<file path="config.mk">
export PLATFORM = sky130hd
export DESIGN_NAME = tlpt_ctrl
export DESIGN_NICKNAME = d
export VERILOG_FILES = /design/src/rtl/two_level_page_table_engine_top_macros.svh /design/src/rtl/tlpt_pkg.sv /design/src/rtl/tlpt_ctrl.sv
export SDC_FILE = /design/constraint.sdc
export NUM_CORES = 1
export LEC_CHECK = 0
export BUFFER_PORTS_ARGS = -buffer_cell sky130_fd_sc_hd__buf_2
export CAP_MARGIN = 10
export CORE_AREA = 2 2 39 41
export CTS_CLUSTER_SIZE = 25
export DETAILED_ROUTE_END_ITERATION = 8
export DIE_AREA = 0 0 41 43
export SYNTH_ARGS = -nofsm -noshare
export SYNTH_HDL_FRONTEND = slang
export SYNTH_SLANG_ARGS = --single-unit
</file>
<file path="constraint.sdc">
create_clock -name clock -period 2.7 [get_ports clock]
set_input_delay 0.405 -clock clock [delete_from_list [all_inputs] [get_ports clock]]
set_output_delay 0.405 -clock clock [all_outputs]
set_load 0.02 [all_outputs]
</file>
<file path="src/rtl/two_level_page_table_engine_top_macros.svh">
// ---------------------------------------------------------------------------
// Assertion macros for the two-level page table engine
// Shared concurrent assertion forms, clocked on clock, disabled in reset.
// ---------------------------------------------------------------------------
`ifndef TWO_LEVEL_PAGE_TABLE_ENGINE_TOP_MACROS_SVH
`define TWO_LEVEL_PAGE_TABLE_ENGINE_TOP_MACROS_SVH

// A property that must hold at every clock edge outside reset.
`define TLPT_ASSERT(label, prop) \
   label: assert property (@(posedge clock) disable iff (reset) prop) \
      else $error("tlpt assertion failed");

// A condition that must never be true outside reset.
`define TLPT_NEVER(label, cond) \
   `TLPT_ASSERT(label, !(cond))

`endif

</file>
<file path="src/rtl/tlpt_pkg.sv">
// ---------------------------------------------------------------------------
// tlpt_pkg
// Types, widths and codes shared by the page table engine modules.
// ---------------------------------------------------------------------------
`timescale 1ns / 1ps

package tlpt_pkg;

   localparam int unsigned POOL_TABLES_DEF = 16;

   localparam int unsigned ADDR_W      = 32;
   localparam int unsigned ENTRY_W     = 32;
   localparam int unsigned CFG_W       = 20;
   localparam int unsigned IDX_W       = 10;
   localparam int unsigned DIR_SLOTS   = 1024;
   localparam int unsigned PAGE_SHIFT  = 12;
   localparam int unsigned DIR_LSB     = 22;
   localparam int unsigned STATUS_W    = 2;
   localparam int unsigned OPCODE_W    = 2;

   localparam int unsigned REQ_TDATA_W = 64;
   localparam int unsigned REQ_TUSER_W = 2;
   localparam int unsigned RSP_TDATA_W = 64;
   localparam int unsigned RSP_TUSER_W = 3;

   localparam logic [ENTRY_W-1:0] PAGE_FRAME_MASK = 32'hFFFF_F000;

   typedef enum logic [OPCODE_W-1:0] {
      OP_MAP    = 2'd0,
      OP_LOOKUP = 2'd1,
      OP_UNMAP  = 2'd2,
      OP_NOP    = 2'd3
   } opcode_type;

   typedef enum logic [STATUS_W-1:0] {
      ST_OK             = 2'd0,
      ST_DIR_ABSENT     = 2'd1,
      ST_PAGE_ABSENT    = 2'd2,
      ST_POOL_EXHAUSTED = 2'd3
   } status_type;

   typedef enum logic [2:0] {
      RES_NONE,
      RES_OK_INV,
      RES_DIR_ABSENT,
      RES_POOL_EMPTY,
      RES_LOOKUP
   } result_type;

   typedef enum logic {
      DIR_WR_CLEAR,
      DIR_WR_ALLOC
   } dir_wr_sel_type;

   typedef enum logic {
      TBL_WR_DIRECT,
      TBL_WR_SWEEP
   } tbl_wr_sel_type;

   typedef struct packed {
      logic           capture;
      logic           dir_wr_en;
      dir_wr_sel_type dir_wr_sel;
      logic           tbl_wr_en;
      tbl_wr_sel_type tbl_wr_sel;
      logic           tbl_rd_en;
      logic           cnt_inc;
      logic           nft_inc;
      logic           load_rsp;
      result_type     rsp_kind;
   } cmd_type;

   typedef struct packed {
      opcode_type opcode;
      logic       dir_valid;
      logic       pool_full;
      logic       cnt_last;
      logic       out_free;
   } stat_type;

endpackage

</file>
<file path="src/rtl/tlpt_ctrl.sv">
// ---------------------------------------------------------------------------
// tlpt_ctrl
// Sequencer for the page table engine: directory clearing after reset,
// request evaluation, table allocation sweep and response hand-off.
// ---------------------------------------------------------------------------
`timescale 1ns / 1ps

module tlpt_ctrl (
   input  logic               clock,
   input  logic               reset,
   input  logic               req_tvalid,
   output logic               req_tready,
   input  tlpt_pkg::stat_type stat,
   output tlpt_pkg::cmd_type  cmd
);

   typedef enum logic [2:0] {
      S_CLEAR_DIR,
      S_IDLE,
      S_EVAL,
      S_ALLOC_CLEAR,
      S_ALLOC_DONE,
      S_TBL_EVAL
   } state_type;

   state_type state_ff;
   state_type state_in;

   assign req_tready = (state_ff == S_IDLE);

   always_comb begin
      state_in    = state_ff;
      cmd         = '0;
      cmd.capture = req_tvalid && req_tready;
      case (state_ff)
         S_CLEAR_DIR: begin
            cmd.dir_wr_en  = 1'b1;
            cmd.dir_wr_sel = tlpt_pkg::DIR_WR_CLEAR;
            cmd.cnt_inc    = 1'b1;
            if (stat.cnt_last) begin
               state_in = S_IDLE;
            end
         end
         S_IDLE: begin
            if (cmd.capture) begin
               state_in = S_EVAL;
            end
         end
         S_EVAL: begin
            case (stat.opcode)
               tlpt_pkg::OP_MAP: begin
                  if (stat.dir_valid) begin
                     if (stat.out_free) begin
                        cmd.tbl_wr_en  = 1'b1;
                        cmd.tbl_wr_sel = tlpt_pkg::TBL_WR_DIRECT;
                        cmd.load_rsp   = 1'b1;
                        cmd.rsp_kind   = tlpt_pkg::RES_OK_INV;
                        state_in       = S_IDLE;
                     end
                  end else if (stat.pool_full) begin
                     if (stat.out_free) begin
                        cmd.load_rsp = 1'b1;
                        cmd.rsp_kind = tlpt_pkg::RES_POOL_EMPTY;
                        state_in     = S_IDLE;
                     end
                  end else begin
                     cmd.dir_wr_en  = 1'b1;
                     cmd.dir_wr_sel = tlpt_pkg::DIR_WR_ALLOC;
                     cmd.nft_inc    = 1'b1;
                     state_in       = S_ALLOC_CLEAR;
                  end
               end
               tlpt_pkg::OP_LOOKUP: begin
                  if (stat.dir_valid) begin
                     cmd.tbl_rd_en = 1'b1;
                     state_in      = S_TBL_EVAL;
                  end else if (stat.out_free) begin
                     cmd.load_rsp = 1'b1;
                     cmd.rsp_kind = tlpt_pkg::RES_DIR_ABSENT;
                     state_in     = S_IDLE;
                  end
               end
               tlpt_pkg::OP_UNMAP: begin
                  if (stat.out_free) begin
                     cmd.load_rsp = 1'b1;
                     state_in     = S_IDLE;
                     if (stat.dir_valid) begin
                        cmd.tbl_wr_en  = 1'b1;
                        cmd.tbl_wr_sel = tlpt_pkg::TBL_WR_DIRECT;
                        cmd.rsp_kind   = tlpt_pkg::RES_OK_INV;
                     end else begin
                        cmd.rsp_kind = tlpt_pkg::RES_DIR_ABSENT;
                     end
                  end
               end
               default: begin
                  if (stat.out_free) begin
                     cmd.load_rsp = 1'b1;
                     cmd.rsp_kind = tlpt_pkg::RES_NONE;
                     state_in     = S_IDLE;
                  end
               end
            endcase
         end
         S_ALLOC_CLEAR: begin
            // The new table is zeroed one entry per cycle; the mapped entry
            // takes the request's word during the same sweep.
            cmd.tbl_wr_en  = 1'b1;
            cmd.tbl_wr_sel = tlpt_pkg::TBL_WR_SWEEP;
            cmd.cnt_inc    = 1'b1;
            if (stat.cnt_last) begin
               state_in = S_ALLOC_DONE;
            end
         end
         S_ALLOC_DONE: begin
            if (stat.out_free) begin
               cmd.load_rsp = 1'b1;
               cmd.rsp_kind = tlpt_pkg::RES_OK_INV;
               state_in     = S_IDLE;
            end
         end
         S_TBL_EVAL: begin
            if (stat.out_free) begin
               cmd.load_rsp = 1'b1;
               cmd.rsp_kind = tlpt_pkg::RES_LOOKUP;
               state_in     = S_IDLE;
            end
         end
         default: begin
            state_in = S_IDLE;
         end
      endcase
   end

   always_ff @(posedge clock) begin
      if (reset) begin
         state_ff <= S_CLEAR_DIR;
      end else begin
         state_ff <= state_in;
      end
   end

endmodule

</file>
### Word-level counts from Yosys, hierarchy flattened

Index checks and enable logic that the tools add are counted.

| cells by class | value |
|---|---|
| equal/unequal tests | 10 |
| multiplexer cells | 39 |
| reduce and logical (&&, ||, !) cells | 6 |

Operators by type and width:

| cell | number |
|---|---|
| $mux W4 | 9 |
| $pmux W4 S3 | 2 |
| $mux W3 | 7 |
| $mux W2 | 8 |
| $pmux W3 S5 | 1 |
| $pmux W2 S2 | 3 |
| $mux W1 | 8 |
| $eq A3 B2 Y1 const B | 2 |
| $eq A3 B3 Y1 const B | 2 |
| $pmux W3 S2 | 1 |
| $ne A2 B2 Y1 const B | 2 |
| $reduce_or A2 Y1 | 2 |
| $eq A3 B1 Y1 const B | 1 |
| $logic_not A3 Y1 | 1 |
| $reduce_and A3 Y1 | 1 |
| $eq A2 B1 Y1 const B | 1 |
| $eq A2 B2 Y1 const B | 1 |
| $logic_not A2 Y1 | 1 |
| $ne A2 B1 Y1 const B | 1 |
| $logic_and A1 B1 Y1 | 1 |

| storage, ports and cells | value |
|---|---|
| flip-flop bits (word level) | 3 |
| input port bits | 9 |
| output and inout bits | 13 |
| word-level logic and storage cells | 56 |

### Longest topological paths before layout

Gate-level depths: netlist of the first run.

| logic depth | value |
|---|---|
| depth in word-level cells | 5 |
| depth in mapped cells | 4 |
| depth with buffers taken out | 3 |

### Least setup slack after synthesis of the first run

Ideal clock, no wire load.

| timing path | value |
|---|---|
| path kind | input port to output port |
| from | input port stat[4] (netlist bit) |
| to | output port cmd[9] (netlist bit) |
| data arrival time | 1.762 ns |
| required time | 2.295 ns |
| path slack | 0.533 ns |
| stages on the path | 3 |
| path buffers | 1 |
| path through | or3_4 > nor4_1 > buf_4 |

RTL lines:

| item | RTL line | source |
|---|---|---|
| from (decl) | tlpt_ctrl.sv:13 | `input tlpt_pkg::stat_type stat,` |
| to (decl) | tlpt_ctrl.sv:14 | `output tlpt_pkg::cmd_type cmd` |

==> out/results.ini, run 1 <==
[status]
status=completed

[detailed_routing]
vias=472
wl_per_cell_um=11.7
drc_errors=0
wl_um=1080
vias_per_cell=5.13
dr.pass1.iters=2
ant_nets=0
initialDrtViolationCount=2

[synthesis]
synthXorXnorAreaFrac=0.0213
avgSynthCellArea_um2=7.20
synth_compound_area_frac=0.268
yosysSeqAreaShare=0.146
syn-num-nets=66
synth_fa_ha_area_frac=0
synth_area_um2=410
async_flop_share=0
ys_ff_latch=3
syn_inst=57
synth_top_family_by_area=simple AND/OR/NAND/NOR gates
synth.distinct_cells=33
yosysWarningCount=0
synthMuxAreaShare=0
yosys.area_share.simple=0.457
dominantRegCellSynth=dfxtp_1
synth_edf_count=0

[layout]
fin_nets=86
syn2layout_area_growth_pct=27.1
largest_reg_flops=3
n_antenna_cell=0
regMostFlops=state_ff
drive_gt1_frac=0.368
final_cell_area_um2=522
final_util=0.377
reg.largest.list=state_ff: 3 flops

[sta]
fin_setup_tns_ns=0
hold_viol=0
setup_slack_ns=0.741
period_needed_ns=1.96
setup_viol_count_final=0
relSlewSlack=0.707
drv_slew=0
fmax_ghz=0.510
rsz0062_at_grt=no
worst_slew_pin_slew_ns=0.439
skew_ns=0.00207
period_share=0.726

[floorplanning]
ios=22
start_util=0.297
core-area_mm2=0.00138
die_area_mm2=0.00176
die_x_um=41
die_y_um=43
row_count=14

[global_routing]
grt_pass1_vias=407
grt_pass1_wl_um=1680
grt_usage=0.136
overflow=0
antenna_found_initial=0
grt_max_degree=14

[power]
power_leakage_nw=0.247
power.total_mw=0.200
ir_drop_v=0.000260
pwr_density_cell_mw_per_mm2=384

[critical_path]
cp_max_fo=8
setup.worst_path.class=input port to primary output
critical_path_arrival_ns=1.55
regToRegStartpoint=state_ff[1]
cp_data_required_time_ns=2.30
end_kind=primary output
setup.worst_path.start=stat[4]
startpoint_type=input port

[worst_hold_path]
hp-start=reset
holdCritPathClass=input port to flip-flop

[place]
place.gp.congestion=0.754
port_buffers=21
pre_cts_ws_ns=0.739
dpl_cell_area_um2=495
dpl.hpwl_um=800

[cts]
clock_path_buffers=2
clkTransAtPathRegs_ns=0.04
cts-root-buf=clkbuf_4
ctsResizeCount=0
cts-hold-fix-buffers=0
clock_latency_ns=0.23
post-cts-setup-buffers=0
h-tree-depth=1
clock-sinks=3
cts_made_buffers=3
cts_tree=yes

[flow_run]
max_cap_violations=0

cell families after synthesis:
kind of cell	count (synthesis)
AO/OA/AOI/OAI	15
buffers and inverters	7
XOR/XNOR	1
AND/OR/NAND/NOR	31
flip-flops	3
cell usage in the layout, fill, tap and decap left out, drive strengths merged:
cell type,instances
nand3,1
o221a,1
a211o,1
o41ai,1
nor3,1
buf,21
or4b,1
nor4,3
and3,2
nor3b,2
o31a,1
nand2,6
inv,1
or2,2
nand3b,1
o22ai,1
dfxtp,3
and3b,1
o21ai,2
a211oi,1
a21oi,5
xor2,1
clkbuf,4
nor2b,5
nor2,2
o21ba,1
a2111oi,1
nand2b,2
or3,2
through the flow:
stage,hold WS (ns),instances
6_report,0.385,92
5_1_grt,0.399,92
4_1_cts,0.379,92
3_5_place_dp,0.622,88
3_3_place_gp,0.619,88
2_1_floorplan,0.482,57
layer usage:
metal  track usage  up-vias  routed length, um  share of wire
met5             0        -                  0              0
met3        0.0209        2                 53          0.049
li1              -      246                  -              -
met4        0.0733        0                 16          0.015
met2         0.213       15                479           0.44
met1         0.169      209                529           0.49
power by group:
group / switching [mW] / internal [mW]
clock network: 0.0213 / 0.0552
logic: 0.0391 / 0.0278
registers: 0.00961 / 0.0475
total: 0.0700 / 0.130
critical path, cell delays in order:
cell and delay [ns]:
buf_2 0.14, or3_4 0.40, or2_1 0.22, a211oi_2 0.20, buf_2 0.19
cells in the mapped netlist, types with 2 or more instances:
master    instances  area [um^2]
buf_2             2         10.0
dfxtp_1           3         60.1
or2_1             2         12.5
a21oi_1           5         25.0
o21ai_1           2         10.0
nor4_1            3         18.8
nand2b_1          2         12.5
nand2_1           6         22.5
buf_4             2         15.0
nor2_1            2         7.51
nor2b_1           5         31.3
nor3b_1           2         15.0
cell type report:
type | instances | area [um^2]
multi-input cells | 47 | 307
flip-flops and latches | 3 | 60.1
clock buffers | 4 | 26.3
fillers | 154 | 862
well taps | 16 | 20.0
repair buffers | 21 | 105
inverters | 1 | 3.75
worst paths after layout:
check | to | depth (start not counted) | slack, ns
setup / recovery | cmd[10] | 5 | 0.74
setup reg to reg | state_ff[0] | 3 | 1.23
hold / removal | state_ff[1] | 2 | 0.38
hold reg to reg | state_ff[1] | 2 | 0.74
Power figures use the tool's default switching activity.
==> inputs of run 2 (changes only) <==
==> constraint.sdc (replaced) <==
create_clock -name clock -period 1.7 [get_ports clock]
set_input_delay 0.255 -clock clock [delete_from_list [all_inputs] [get_ports clock]]
set_output_delay 0.255 -clock clock [all_outputs]
set_load 0.02 [all_outputs]
==> out/results.ini, run 2 (synthesis results as in run 1) <==
[global_routing]
antenna_found_initial=0
grt_pass1_vias=396
overflow=0
grt_max_degree=14
grt_pass1_wl_um=1640
grt_usage=0.130

[critical_path]
startpoint_type=flip-flop
regToRegStartpoint=state_ff[2]
setup.worst_path.start=state_ff[2]
cp_num_buf_inv=1
crit_chain=nor3b_1 > and3_2 > buf_2
cp_max_fo=13
path_delay_family=simple AND/OR/NAND/NOR gates
cpMaxStageDelayCell=dfxtp_1
end_kind=primary output
setup.worst_path.class=flip-flop to primary output
cp_data_required_time_ns=1.44
critical_path_arrival_ns=1.37
critPathMaxStageDelay_ns=0.43

[power]
power_leakage_nw=0.265
power.total_mw=0.330
pwr_density_cell_mw_per_mm2=587
ir_drop_v=0.000296

[layout]
final_cell_area_um2=563
drive_gt1_frac=0.443
largest_reg_flops=3
regMostFlops=state_ff
reg.largest.list=state_ff: 3 flops
mostFrequentLayoutCell=buf_2
fin_nets=89
n_antenna_cell=0
final_cell_mix=20 x buf_2, 6 x nand2_1, 5 x nor2b_1, 5 x a21oi_1, 4 x buf_4
fillers=157
syn2layout_area_growth_pct=37.2
final_util=0.407

[place]
dpl_cell_area_um2=524
port_buffers=21
place.gp.congestion=0.737
dpl.hpwl_um=800

[sta]
period_needed_ns=1.63
skew_ns=0.00140
hold_viol=0
drv_slew=0
rsz0062_at_grt=no
hold_ws_ns=0.230
fin_setup_tns_ns=0
period_share=0.956
setup_viol_count_final=0
relSlewSlack=0.715
fmax_ghz=0.615
worst_slew_pin_slew_ns=0.427

[status]
status=completed

[detailed_routing]
vias=481
drc_errors=0
ant_nets=0
initialDrtViolationCount=2
wl_um=1050
vias_per_cell=5.06
wl_per_cell_um=11.0
dr.pass1.iters=3

[cts]
post-cts-setup-buffers=0
h-tree-depth=1
cts_made_buffers=3
cts_tree=yes
cts-root-buf=clkbuf_4
clkTransAtPathRegs_ns=0.04
clock_path_buffers=2
clock-sinks=3
clock_latency_ns=0.23
cts-hold-fix-buffers=0

[worst_hold_path]
hp-start=reset
holdCritPathClass=input port to flip-flop

[floorplanning]
die_area_mm2=0.00176
core-area_mm2=0.00138
row_count=14
ios=22
die_y_um=43
start_util=0.297
die_x_um=41

[flow_run]
max_cap_violations=0

## run 2: report_power, final
part / total (mW) / switching (mW) / internal, mW
Clock: 0.123 / 0.0348 / 0.0878
Combinational: 0.117 / 0.0653 / 0.0519
Sequential: 0.0907 / 0.0143 / 0.0764
Total: 0.330 / 0.114 / 0.216
## run 2: cell type report
| cell class | count | area [um^2] | area share |
|---|---|---|---|
| Timing Repair Buffer | 24 | 130 | 0.231 |
| Clock buffer | 4 | 26.3 | 0.0467 |
| Tap cell | 16 | 20.0 | 0.0356 |
| Multi-Input combinational cell | 47 | 320 | 0.569 |
| Inverter | 1 | 3.75 | 0.00667 |
| Sequential cell | 3 | 62.6 | 0.111 |
## run 2: through the flow
stage               setup WS, ns  std cells
CTS                      0.00513         95
finish                    0.0745         95
detailed placement        0.0674         91
global route             0.00191         95
global placement          0.0814         91
floorplan                0.00331         57
## run 2: what timing repair did
action | in CTS | in global routing
gates cloned | 0 | 0
hold endpoints to repair | 0 | 0
setup endpoints to repair | 2 | 7
resized for setup | 1 | 4
## run 2: path summary, 6_finish.rpt
check | slack, ns | end | cells past startpoint
setup / recovery | 0.07 | cmd[6] | 3
setup reg to reg | 0.26 | state_ff[0] | 3
hold / removal | 0.23 | state_ff[1] | 2
hold reg to reg | 0.73 | state_ff[1] | 1
## run 2: per-layer routing
layer  GRT usage  wire, um  share of wire
met4      0.0600         0              0
met5           0         0              0
met1       0.186       521           0.50
met2       0.188       460           0.44
met3      0.0157        63          0.060
==> inputs of run 3 (changes only) <==
--- a/config.mk
+++ b/config.mk
@@ -7,10 +7,13 @@
 export LEC_CHECK = 0
 export BUFFER_PORTS_ARGS = -buffer_cell sky130_fd_sc_hd__buf_2
 export CAP_MARGIN = 10
-export CORE_AREA = 2 2 39 41
+export CELL_PAD_IN_SITES_DETAIL_PLACEMENT = 1
+export CELL_PAD_IN_SITES_GLOBAL_PLACEMENT = 1
+export CORE_MARGIN = 2
+export CORE_UTILIZATION = 25
 export CTS_CLUSTER_SIZE = 25
 export DETAILED_ROUTE_END_ITERATION = 8
-export DIE_AREA = 0 0 41 43
+export PLACE_DENSITY_LB_ADDON = 0.1
 export SYNTH_ARGS = -nofsm -noshare
 export SYNTH_HDL_FRONTEND = slang
 export SYNTH_SLANG_ARGS = --single-unit
==> out/results.ini, run 3 (synthesis results as in run 1) <==
[floorplanning]
die_x_um=44.5
core-area_mm2=0.00152
start_util=0.269
die_y_um=44.5
row_count=14
die_area_mm2=0.00198
ios=22

[layout]
largest_reg_flops=3
syn2layout_area_growth_pct=38.4
n_antenna_cell=0
drive_gt1_frac=0.456
reg.largest.list=state_ff: 3 flops
mostFrequentLayoutCell=buf_2
regMostFlops=state_ff
fin_nets=89
fin_cells=95
final_util=0.373
final_cell_mix=20 x buf_2, 6 x nand2_1, 5 x nor2b_1, 5 x a21oi_1, 4 x buf_4
final_cell_area_um2=568

[sta]
hold_viol=0
fmax_ghz=0.616
rsz0062_at_grt=no
setup_viol_count_final=0
fin_setup_tns_ns=0
hold_ws_ns=0.240
skew_ns=0.000792
worst_slew_pin_slew_ns=0.462
period_share=0.956
period_needed_ns=1.62
relSlewSlack=0.684
drv_slew=0
setup_slack_ns=0.0756

[critical_path]
critical_path_arrival_ns=1.37
cpMaxStageDelayCell=or3_4
r2r_end=state_ff[0]
cp_max_fo=3
cp_num_buf_inv=2
crit_chain=buf_2 > or3_4 > or2_1 > a211oi_2 > buf_4
r2r_cells=3
critPathMaxStageDelay_ns=0.39
setup.worst_path.class=input port to primary output
end_kind=primary output
cp_data_required_time_ns=1.44
r2r_slack_ns=0.30
startpoint_type=input port
path_delay_family=simple AND/OR/NAND/NOR gates
regToRegStartpoint=state_ff[1]

[cts]
clkTransAtPathRegs_ns=0.03
cts-root-buf=clkbuf_4
cts_made_buffers=3
cts_tree=yes
h-tree-depth=1
clock_latency_ns=0.22
clock_path_buffers=2
cts-hold-fix-buffers=0
clock-sinks=3

[global_routing]
grt_pass1_wl_um=1900
grt_pass1_vias=436
grt_max_degree=14
overflow=0
grt_usage=0.122
antenna_found_initial=0

[place]
dpl.hpwl_um=930
place.gp.congestion=0.776
pre_cts_ws_ns=0.0494
dpl_cell_area_um2=524
port_buffers=21
dp.cells=91

[status]
status=completed

[power]
power.total_mw=0.330
power.internal_mw=0.217
power_leakage_nw=0.269
p_comb_frac=0.382
ir_drop_v=0.000366
seq_power_share=0.261
clkPwrFrac=0.358
netSwitchingFraction=0.342
switchingPower_mw=0.113
pwr_density_cell_mw_per_mm2=581

[detailed_routing]
drc_errors=0
vias_per_cell=5.17
wl_per_cell_um=12.8
vias=491
ant_nets=0
wl_um=1220
dr.pass1.iters=4
initialDrtViolationCount=5

[flow_run]
max_cap_violations=0

[worst_hold_path]
holdCritPathClass=input port to flip-flop
hold_end=state_ff[1]
min_path_cells=2
hp-start=reset

## run 3: cell counts in the layout (fill, tap and decap cells not counted)
Identical to the previous run, type by type.
## run 3: area by class of cell
type | instances | area [um^2]
fill | 200 | 956
multi-input combinational | 47 | 325
timing repair buffer | 24 | 130
sequential | 3 | 62.6
clock buffer | 4 | 26.3
tap | 16 | 20.0
inverter | 1 | 3.75
## run 3: worst register-to-register path: cells and delay by family, from the launching register on
family | cells | cell delay (ns)
AOI/OAI and AO/OA | 2 | 0.35
DFF | 1 | 0.47
and+or+nand+nor | 1 | 0.47
## run 3: power by group through the flow
stage | logic, mW | clock network, mW | registers [mW]
detailed placement | 0.123 | 0 | 0.0850
CTS | 0.124 | 0.123 | 0.0845
finish | 0.126 | 0.118 | 0.0861
global route | 0.138 | 0.130 | 0.0867
floorplan | 0.0872 | 0 | 0.0783
global placement | 0.122 | 0 | 0.0856
## run 3: worst max path at each step
stage                 from  slack, ns       to  cells past startpoint
2_1_floorplan  state_ff[2]      0.003   cmd[9]                      4
3_3_place_gp       stat[4]       0.08  cmd[10]                      5
3_5_place_dp       stat[4]       0.05  cmd[10]                      5
4_1_cts        state_ff[2]       0.03   cmd[4]                      3
5_1_grt            stat[4]      0.005  cmd[10]                      5
6_report           stat[4]       0.08  cmd[10]                      5
## run 3: layer usage
layer | global-route usage | part of all wire | up-vias
li1 | - | - | 254
met1 | 0.180 | 0.48 | 221
met2 | 0.191 | 0.47 | 16
met3 | 0.0122 | 0.058 | 0
met4 | 0.0182 | 0 | 0
met5 | 0 | 0 | -
## run 3: repair_timing
action                     CTS  global route
buffers inserted             0             0
gates resized for setup      2             4
setup endpoints to repair    5             7
gates cloned                 0             0
